<file path="src/sap_pkg.sv">
package sap_pkg;

	localparam logic [1:0] FUNC_TICK = 2'd0;
	localparam logic [1:0] FUNC_MOVE = 2'd1;
	localparam logic [1:0] FUNC_ZERO = 2'd2;

	localparam int DEG_W    = 13;
	localparam int POS_W    = 16;
	localparam int COIL_W   = 4;
	localparam int DEG_MAG  = 4096;
	localparam int DEG_REV  = 360;

	// item leaving the angle conversion pipeline
	typedef struct packed {
		logic                    valid;
		logic [1:0]              func;
		logic signed [DEG_W-1:0] deg;
		logic                    neg;
	} item_t;

	// bits of |angle| * steps per revolution
	function automatic int prod_width(input int spr);
		return $clog2(DEG_MAG * spr + 1);
	endfunction

	// bits of the step target magnitude after the divide by 360
	function automatic int quot_width(input int spr);
		return prod_width(spr) - 8;
	endfunction

	function automatic logic [COIL_W-1:0] coil_pattern(input logic [1:0] phase);
		logic [COIL_W-1:0] pat;
		unique case (phase)
			2'd0: pat = 4'h3;
			2'd1: pat = 4'h6;
			2'd2: pat = 4'hC;
			2'd3: pat = 4'h9;
			default: pat = 4'h0;
		endcase
		return pat;
	endfunction

endpackage

</file>
<file path="src/sap_if.sv">
interface sap_in_if;
	logic               valid;
	logic               ready;
	logic [1:0]         func;
	logic signed [12:0] target_deg;
	logic signed [12:0] min_deg;
	logic signed [12:0] max_deg;

	modport source (output valid, output func, output target_deg, output min_deg,
		output max_deg, input ready);
	modport sink (input valid, input func, input target_deg, input min_deg,
		input max_deg, output ready);
endinterface

interface sap_out_if;
	logic               valid;
	logic               ready;
	logic [3:0]         coils;
	logic               coils_driven;
	logic               busy_res;
	logic signed [15:0] step_pos;
	logic signed [12:0] shown_deg;
	logic               arrived;

	modport source (output valid, output coils, output coils_driven, output busy_res,
		output step_pos, output shown_deg, output arrived, input ready);
	modport sink (input valid, input coils, input coils_driven, input busy_res,
		input step_pos, input shown_deg, input arrived, output ready);
endinterface

</file>
<file path="src/sap_conv.sv">
module sap_conv #(
	parameter int STEPS_PER_REV = 2048,
	parameter int QW = 16
) (
	input  logic            clk,
	input  logic            arst_n,
	sap_in_if.sink          cmd,
	output sap_pkg::item_t  item,
	output logic [QW-1:0]   quot,
	input  logic            item_ready
);
	import sap_pkg::*;

	localparam int NW = prod_width(STEPS_PER_REV);
	localparam int K  = NW + 9;
	localparam int MW = K - 8;
	localparam int RW = NW + MW;
	localparam longint unsigned RECIP_L = ((longint'(1) << K) + DEG_REV - 1) / DEG_REV;
	localparam logic [RW-1:0] RECIP = RW'(RECIP_L);
	localparam logic [NW-1:0] SPR   = NW'(STEPS_PER_REV);

	// s1: input register
	logic                    v_s1;
	logic [1:0]              func_s1;
	logic signed [DEG_W-1:0] tgt_s1, lo_s1, hi_s1;
	// s2: clamped angle, sign and magnitude
	logic                    v_s2;
	logic [1:0]              func_s2;
	logic signed [DEG_W-1:0] deg_s2;
	logic                    neg_s2;
	logic [DEG_W-1:0]        mag_s2;
	// s3: magnitude times steps per revolution
	logic                    v_s3;
	logic [1:0]              func_s3;
	logic signed [DEG_W-1:0] deg_s3;
	logic                    neg_s3;
	logic [NW-1:0]           prod_s3;
	// s4: divided by 360
	logic                    v_s4;
	logic [1:0]              func_s4;
	logic signed [DEG_W-1:0] deg_s4;
	logic                    neg_s4;
	logic [QW-1:0]           quot_s4;

	logic rdy_s1, rdy_s2, rdy_s3, rdy_s4;
	logic signed [DEG_W-1:0] clamp_lo, clamp;
	logic [RW-1:0]           recip_prod;

	assign rdy_s4    = !v_s4 || item_ready;
	assign rdy_s3    = !v_s3 || rdy_s4;
	assign rdy_s2    = !v_s2 || rdy_s3;
	assign rdy_s1    = !v_s1 || rdy_s2;
	assign cmd.ready = rdy_s1;

	always_comb begin
		clamp_lo = (tgt_s1 < lo_s1) ? lo_s1 : tgt_s1;
		clamp    = (clamp_lo > hi_s1) ? hi_s1 : clamp_lo;
	end

	// exact floor(n / 360) for every n below 2**NW
	assign recip_prod = RW'(prod_s3) * RECIP;

	always_ff @(posedge clk or negedge arst_n) begin
		if (!arst_n) begin
			v_s1 <= 1'b0;
			v_s2 <= 1'b0;
			v_s3 <= 1'b0;
			v_s4 <= 1'b0;
		end else begin
			if (rdy_s1) v_s1 <= cmd.valid;
			if (rdy_s2) v_s2 <= v_s1;
			if (rdy_s3) v_s3 <= v_s2;
			if (rdy_s4) v_s4 <= v_s3;
		end
	end

	always_ff @(posedge clk) begin
		if (rdy_s1) begin
			func_s1 <= cmd.func;
			tgt_s1  <= cmd.target_deg;
			lo_s1   <= cmd.min_deg;
			hi_s1   <= cmd.max_deg;
		end
		if (rdy_s2) begin
			func_s2 <= func_s1;
			deg_s2  <= clamp;
			neg_s2  <= clamp[DEG_W-1];
			// -(-4096) wraps to the pattern of unsigned 4096
			mag_s2  <= DEG_W'(clamp[DEG_W-1] ? -clamp : clamp);
		end
		if (rdy_s3) begin
			func_s3 <= func_s2;
			deg_s3  <= deg_s2;
			neg_s3  <= neg_s2;
			prod_s3 <= NW'(mag_s2) * SPR;
		end
		if (rdy_s4) begin
			func_s4 <= func_s3;
			deg_s4  <= deg_s3;
			neg_s4  <= neg_s3;
			quot_s4 <= recip_prod[K +: QW];
		end
	end

	assign item.valid = v_s4;
	assign item.func  = func_s4;
	assign item.deg   = deg_s4;
	assign item.neg   = neg_s4;
	assign quot       = quot_s4;

endmodule

</file>
<file path="src/sap_core.sv">
module sap_core #(
	parameter int QW = 16
) (
	input  logic            clk,
	input  logic            arst_n,
	input  sap_pkg::item_t  item,
	input  logic [QW-1:0]   quot,
	output logic            item_ready,
	sap_out_if.source       rsp
);
	import sap_pkg::*;

	localparam int TW = (QW + 1 > POS_W + 1) ? QW + 1 : POS_W + 1;
	localparam logic signed [TW-1:0] POS_MAX = TW'(32767);
	localparam logic signed [TW-1:0] NEG_MIN = TW'(-32768);

	logic [COIL_W-1:0]       coil_q, coil_d;
	logic signed [POS_W-1:0] pos_q, pos_d;
	logic [POS_W-1:0]        left_q, left_d, left_dec;
	logic                    dir_neg_q, dir_neg_d;
	logic                    moving_q, moving_d;
	logic signed [DEG_W-1:0] goal_q, goal_d;
	logic signed [DEG_W-1:0] reached_q, reached_d;
	logic                    driven, arr;

	logic signed [TW-1:0]    ts_w;
	logic signed [POS_W-1:0] ts;
	logic signed [POS_W:0]   diff;
	logic [POS_W:0]          diff_mag;

	logic                    v_s5;
	logic [COIL_W-1:0]       coils_s5;
	logic                    driven_s5, busy_s5, arr_s5;
	logic signed [POS_W-1:0] pos_s5;
	logic signed [DEG_W-1:0] shown_s5;

	logic fire;

	assign item_ready = !v_s5 || rsp.ready;
	assign fire       = item.valid && item_ready;
	assign left_dec   = left_q - 1'b1;

	always_comb begin
		ts_w = TW'(quot);
		if (item.neg) ts_w = -ts_w;
		priority if (ts_w > POS_MAX) ts = POS_W'(POS_MAX);
		else if (ts_w < NEG_MIN)     ts = POS_W'(NEG_MIN);
		else                         ts = POS_W'(ts_w);
		diff     = (POS_W+1)'(ts) - (POS_W+1)'(pos_q);
		diff_mag = diff[POS_W] ? (POS_W+1)'(-diff) : (POS_W+1)'(diff);
	end

	always_comb begin
		coil_d    = coil_q;
		pos_d     = pos_q;
		left_d    = left_q;
		dir_neg_d = dir_neg_q;
		moving_d  = moving_q;
		goal_d    = goal_q;
		reached_d = reached_q;
		driven    = 1'b0;
		arr       = 1'b0;
		unique case (item.func)
			FUNC_TICK: begin
				if (moving_q && left_q != '0) begin
					coil_d = coil_pattern(pos_q[1:0]);
					driven = 1'b1;
					left_d = left_dec;
					pos_d  = dir_neg_q ? pos_q - 1'b1 : pos_q + 1'b1;
					if (left_dec == '0) begin
						moving_d  = 1'b0;
						reached_d = goal_q;
						arr       = 1'b1;
					end
				end
			end
			FUNC_MOVE: begin
				// a move onto the current step leaves a running motion alone
				if (diff != '0) begin
					goal_d    = item.deg;
					dir_neg_d = diff[POS_W];
					left_d    = diff_mag[POS_W-1:0];
					moving_d  = 1'b1;
				end
			end
			FUNC_ZERO: begin
				pos_d     = '0;
				reached_d = '0;
			end
			default: begin
			end
		endcase
	end

	always_ff @(posedge clk or negedge arst_n) begin
		if (!arst_n) begin
			coil_q    <= '0;
			pos_q     <= '0;
			left_q    <= '0;
			dir_neg_q <= 1'b0;
			moving_q  <= 1'b0;
			goal_q    <= '0;
			reached_q <= '0;
			v_s5      <= 1'b0;
		end else begin
			if (item_ready) v_s5 <= item.valid;
			if (fire) begin
				coil_q    <= coil_d;
				pos_q     <= pos_d;
				left_q    <= left_d;
				dir_neg_q <= dir_neg_d;
				moving_q  <= moving_d;
				goal_q    <= goal_d;
				reached_q <= reached_d;
			end
		end
	end

	always_ff @(posedge clk) begin
		if (fire) begin
			coils_s5  <= coil_d;
			driven_s5 <= driven;
			busy_s5   <= moving_d;
			pos_s5    <= pos_d;
			shown_s5  <= reached_d;
			arr_s5    <= arr;
		end
	end

	assign rsp.valid        = v_s5;
	assign rsp.coils        = coils_s5;
	assign rsp.coils_driven = driven_s5;
	assign rsp.busy_res     = busy_s5;
	assign rsp.step_pos     = pos_s5;
	assign rsp.shown_deg    = shown_s5;
	assign rsp.arrived      = arr_s5;

endmodule

</file>
<file path="src/stepper_absolute_positioner_top.sv">
// Absolute-position full-step stepper driver.
// cmd channel: one transaction per command. func selects tick (0), move (1)
// or zero (2); target_deg, min_deg and max_deg matter for a move only.
// A move clamps the angle to min_deg then max_deg, converts it to a step
// target angle*STEPS_PER_REV/360 and starts a motion toward it. Each tick
// during a motion drives the next coil pattern and moves one step; the tick
// that takes the last step raises arrived. Zero clears position and shown
// angle without stopping a motion.
// rsp channel: exactly one transaction per command, in order, carrying the
// coil levels and the state after that command.
// A result passes the input register, clamp, multiply, reciprocal divide,
// then state update into the result register. Throughput: one command per
// cycle while rsp is not stalled.
// A stalled rsp holds its result; bubbles in the pipeline still fill, and
// cmd.ready drops only once every stage holds a command.
// Reset clears all motion state (coils off, position zero, idle) and empties
// the pipeline at once.
module stepper_absolute_positioner_top #(
	parameter int STEPS_PER_REV = 2048
) (
	input  logic      clk,
	input  logic      arst_n,
	sap_in_if.sink    cmd,
	sap_out_if.source rsp
);
	import sap_pkg::*;

	localparam int QW = quot_width(STEPS_PER_REV);

	item_t         item;
	logic [QW-1:0] quot;
	logic          item_ready;

	sap_conv #(
		.STEPS_PER_REV(STEPS_PER_REV),
		.QW(QW)
	) u_conv (
		.clk(clk),
		.arst_n(arst_n),
		.cmd(cmd),
		.item(item),
		.quot(quot),
		.item_ready(item_ready)
	);

	sap_core #(
		.QW(QW)
	) u_core (
		.clk(clk),
		.arst_n(arst_n),
		.item(item),
		.quot(quot),
		.item_ready(item_ready),
		.rsp(rsp)
	);

endmodule

</file>
<file path="src/flat_wrapper.sv">
// flat-port wrapper written by rule: the top's interface ports become plain ports
module stepper_absolute_positioner_top_flat import sap_pkg::*;
#(
	parameter int STEPS_PER_REV = 2048
)
  (clk, arst_n, cmd_valid, cmd_func, cmd_target_deg, cmd_min_deg, cmd_max_deg, cmd_ready, rsp_valid, rsp_coils, rsp_coils_driven, rsp_busy_res, rsp_step_pos, rsp_shown_deg, rsp_arrived, rsp_ready);
  sap_in_if cmd_i ();
  sap_out_if rsp_i ();
  input  logic clk;
  input  logic arst_n;
  input wire logic [$bits(cmd_i.valid)-1:0] cmd_valid;
  input wire logic [$bits(cmd_i.func)-1:0] cmd_func;
  input wire logic [$bits(cmd_i.target_deg)-1:0] cmd_target_deg;
  input wire logic [$bits(cmd_i.min_deg)-1:0] cmd_min_deg;
  input wire logic [$bits(cmd_i.max_deg)-1:0] cmd_max_deg;
  output wire logic [$bits(cmd_i.ready)-1:0] cmd_ready;
  output wire logic [$bits(rsp_i.valid)-1:0] rsp_valid;
  output wire logic [$bits(rsp_i.coils)-1:0] rsp_coils;
  output wire logic [$bits(rsp_i.coils_driven)-1:0] rsp_coils_driven;
  output wire logic [$bits(rsp_i.busy_res)-1:0] rsp_busy_res;
  output wire logic [$bits(rsp_i.step_pos)-1:0] rsp_step_pos;
  output wire logic [$bits(rsp_i.shown_deg)-1:0] rsp_shown_deg;
  output wire logic [$bits(rsp_i.arrived)-1:0] rsp_arrived;
  input wire logic [$bits(rsp_i.ready)-1:0] rsp_ready;
  assign cmd_i.valid = cmd_valid;
  assign cmd_i.func = cmd_func;
  assign cmd_i.target_deg = cmd_target_deg;
  assign cmd_i.min_deg = cmd_min_deg;
  assign cmd_i.max_deg = cmd_max_deg;
  assign cmd_ready = cmd_i.ready;
  assign rsp_valid = rsp_i.valid;
  assign rsp_coils = rsp_i.coils;
  assign rsp_coils_driven = rsp_i.coils_driven;
  assign rsp_busy_res = rsp_i.busy_res;
  assign rsp_step_pos = rsp_i.step_pos;
  assign rsp_shown_deg = rsp_i.shown_deg;
  assign rsp_arrived = rsp_i.arrived;
  assign rsp_i.ready = rsp_ready;
  stepper_absolute_positioner_top #(.STEPS_PER_REV(STEPS_PER_REV)) u_core (.clk(clk), .arst_n(arst_n), .cmd(cmd_i), .rsp(rsp_i));
endmodule
</file>
<file path="config.mk">
export PLATFORM = sky130hd
export DESIGN_NAME = stepper_absolute_positioner_top_flat
export DESIGN_NICKNAME = d
export VERILOG_FILES = /design/src/sap_pkg.sv /design/src/sap_if.sv /design/src/sap_conv.sv /design/src/sap_core.sv /design/src/stepper_absolute_positioner_top.sv /design/src/flat_wrapper.sv
export SDC_FILE = /design/constraint.sdc
export NUM_CORES = 1
export LEC_CHECK = 0
export ABC_AREA = 1
export BUFFER_PORTS_ARGS = -buffer_cell sky130_fd_sc_hd__buf_2
export CORE_MARGIN = 2
export CORE_UTILIZATION = 35
export CTS_CLUSTER_DIAMETER = 200
export DETAILED_ROUTE_END_ITERATION = 7
export RECOVER_POWER = 100
export REMOVE_ABC_BUFFERS = 1
export SETUP_SLACK_MARGIN = 0.1
export SYNTH_ARGS = -nofsm -noshare
export SYNTH_HDL_FRONTEND = slang
export SYNTH_SLANG_ARGS = --single-unit
</file>
<file path="constraint.sdc">
create_clock -name clk -period 10.6 [get_ports clk]
set_input_delay 1.06 -clock clk [delete_from_list [all_inputs] [get_ports clk]]
set_output_delay 1.06 -clock clk [all_outputs]
set_load 0.01 [all_outputs]
</file>
==> impl_metrics.toml <==
[status]
status = "finished with violations"
violations = "capacitance limit, slew limit"

[die]
initial_core_util_pct = 35.4
coreArea_um2 = 46600
die-area_um2 = 48900
fp.dieH_um = 221
rows = 79
die_x_um = 221
num_io_pins = 83

[global_route]
grt_pass1_vias = 12600
grt_use_total_pct = 15.8
grt_antenna_before_repair = 0
grt_max_degree = 87
overflow = 0
grt_pass1_wl_um = 63800

[critical_path]
critPathCaptureType = "register"
worstPathRequired_ps = 10890
rrSetupSlack_ps = 4100
path_max_fanout = 19
start_kind = "register"
crit_type = "register to register"
cp.arrival_ps = 6790

[route]
ant_nets = 0
wl_per_cell_um = 14.8
vias = 12600
via_per_inst = 4.84
drc = 0
drtIter0Drc = 748
drtPass1Iterations = 5
routed_wl_um = 38600

[logic_synthesis]
synthesis.area_um2 = 16500
synth_fa_ha_area_share_pct = 18.7
synthCells = 1894
yosysSeqAreaShare_pct = 39.9
synth.area.top_cells = "edfxtp_1 29%, ha_1 12%, nand2_1 11%"
synthFlopType = "edfxtp_1"
ys_ff_latch = 231
synth_top_cell_by_area = "edfxtp_1"
synth_cell_types = 51
syn_avg_cell_area_um2 = 8.71
synth_xor_area_share_pct = 3.73
muxShareOfSynthArea_pct = 0
synth-edff-count = 162
synth-compound-area-share_pct = 8.37
async_reset_ff_share_pct = 29.9
synth_warnings = 0
synth_top_area_share_pct = 29.5
synth_top_family_by_area = "simple AND/OR/NAND/NOR gates"
synth-simple-area-share_pct = 21.1

[cts]
cts_root_buf = "clkbuf_16"
worstSkewPairLatency_ps = 550
ctsResizeCount = 0
clk_pin_slew_ps = 60
h-tree-depth = 1
cts_buffers = 27
cts_buffer_depth = 3
cts_setup_buffers = 0
cts.sinks = 231
cts_tree = "done"
cts_hold_buf = 0

[timing]
finalHoldViolations = 0
fin_crit_ps = 6500
worst_slack_ps = 4100
setup_tns_ps = 0
slew_violations = 216
worstMarginPinSlew_ps = 4000
relSlewSlack_pct = -167
period_share_pct = 61.3
fmaxAchievable_ghz = 0.154
holdWs_ps = 382
rsz0062_at_grt = "no"
setup_viol = 0
finClkSkew_ps = 16.1

[place]
gp_congestion = 0.914
portBuffers = 82
place_ws_ps = 5580
dp_hpwl_um = 30800

[cells_and_area]
fill_cells = 4711
syn2layout_area_growth_pct = 10.7
drive_gt1_share_pct = 7.20
layout.nets = 2238
n_antenna_cell = 0

[worst_hold_path]
min-delay-path-class = "input pin to asynchronous set/reset pin"

[run]
maxCapViolations = 4
-- per-stage QoR --
step                cells  utilization, %  instance area (µm²)
finish               2608            39.2                18300
global route         2608            39.2                18300
CTS                  2608            39.6                18400
detailed placement   2558            37.7                17500
global placement     2558            37.7                17500
floorplan            1860               -                16300
-- registers in the layout, summed over array words and instances, names as in the netlist, 4 cells and up --
register,cells
u_core.u_conv.deg_s4,13
u_core.u_conv.hi_s1,13
u_core.u_core.rsp.coils,4
u_core.u_core.pos_q,16
u_core.u_conv.prod_s3,12
u_core.u_conv.lo_s1,13
u_core.u_conv.quot,16
u_core.u_conv.deg_s2,13
u_core.u_core.goal_q,13
u_core.u_core.left_q,16
u_core.u_conv.mag_s2,12
u_core.u_core.rsp.shown_deg,13
u_core.u_core.rsp.step_pos,16
u_core.u_core.coil_q,4
u_core.u_conv.deg_s3,12
u_core.u_conv.tgt_s1,13
u_core.u_core.reached_q,13
-- cell usage in the layout (no fill, tap or decap), drive strengths merged, types with 6 or more instances in the layout --
cell    count
nor2      130
edfxtp    162
a31oi       6
o21ai     119
fa         57
clkbuf     79
nor3       18
dfrtp      69
clkinv     11
xor2       41
buf        47
xnor2      25
and2       10
ha        156
nand3     134
inv       296
o22ai      11
nand4      12
a21oi      92
or2        15
nand2     478
-- final timing paths --
path                                                    start  cells after the start                                     end
max                        u_core.u_conv.tgt_s1[12]$_DFFE_PP_                     24       u_core.u_conv.mag_s2[3]$_DFFE_PP_
min                                                    arst_n                      1     u_core.u_core.pos_q[11]$_DFFE_PN0P_
max reg2reg                u_core.u_conv.tgt_s1[12]$_DFFE_PP_                     24       u_core.u_conv.mag_s2[3]$_DFFE_PP_
min reg2reg                u_core.u_conv.deg_s2[10]$_DFFE_PP_                      0      u_core.u_conv.deg_s3[10]$_DFFE_PP_
max in group asynchronous                              arst_n                      2  u_core.u_core.reached_q[1]$_DFFE_PN0P_
min in group clk           u_core.u_conv.deg_s2[10]$_DFFE_PP_                      0      u_core.u_conv.deg_s3[10]$_DFFE_PP_
-- synthesized netlist by cell type, types with 6 or more instances --
cell type / n
nor3_1: 17
xnor2_1: 21
and2_1: 10
nor2_1: 117
or2_2: 13
buf_2: 11
buf_6: 9
nand2_2: 14
clkbuf_1: 11
a21oi_1: 89
nand3_2: 7
dfrtp_1: 69
nand3_1: 125
o21ai_2: 8
o22ai_1: 11
fa_1: 57
nand2_1: 464
edfxtp_1: 162
o21ai_1: 25
inv_2: 10
inv_1: 286
o21ai_0: 86
nand4_1: 11
ha_1: 156
nor2_2: 10
xor2_1: 40
a31oi_1: 6
-- area by class of cell --
cell class	instances	area [µm²]	area share, %
clock buffer	35	736	4.03
clock inverter	15	181	0.993
inverter	298	1120	6.13
multi-input combinational	1331	8470	46.4
sequential	231	6590	36.1
tap	607	759	4.16
timing repair buffer	91	410	2.25
-- layer usage --
| layer | GRT usage (%) | up-vias | wire, µm |
|---|---|---|---|
| li1 | - | 6385 | - |
| met4 | 3.55 | 0 | 870 |
| met2 | 28.9 | 205 | 19500 |
| met1 | 19.8 | 5976 | 17100 |
| met3 | 1.90 | 55 | 1070 |
| met5 | 0 | - | 0 |
-- critical path, cell delays in order (launching register included) --
cell        delay (ps)
edfxtp_1           390
ha_1               380
nand2_1            130
inv_1               50
nand2_1             60
nand2_1             50
a21oi_1            230
nand3_1            490
nand2_1            350
o21ai_0            190
ha_1               390
nand2_1             90
nor2_1             310
clkinv_1           130
nor2_1             210
nand2_1            110
nand2_1            120
nand2_2             50
nand3_1            540
clkinvlp_2         760
nand2_1            250
nand2_1            350
nand2_1            290
xor2_1             250
inv_1               70
-- kinds of logic (layout without fill, tap and decap cells) --
| family | after synthesis | count (layout) |
|---|---|---|
| AOI/OAI and AO/OA | 250 | 250 |
| adders and majority gates | 213 | 213 |
| buffers and inverters | 332 | 439 |
| DFF | 231 | 231 |
| and+or+nand+nor | 802 | 802 |
| xor gates and xnor gates | 66 | 66 |
Power is not shown: default switching activity piles up to over one toggle a cycle in this logic, so the estimate is an artifact.
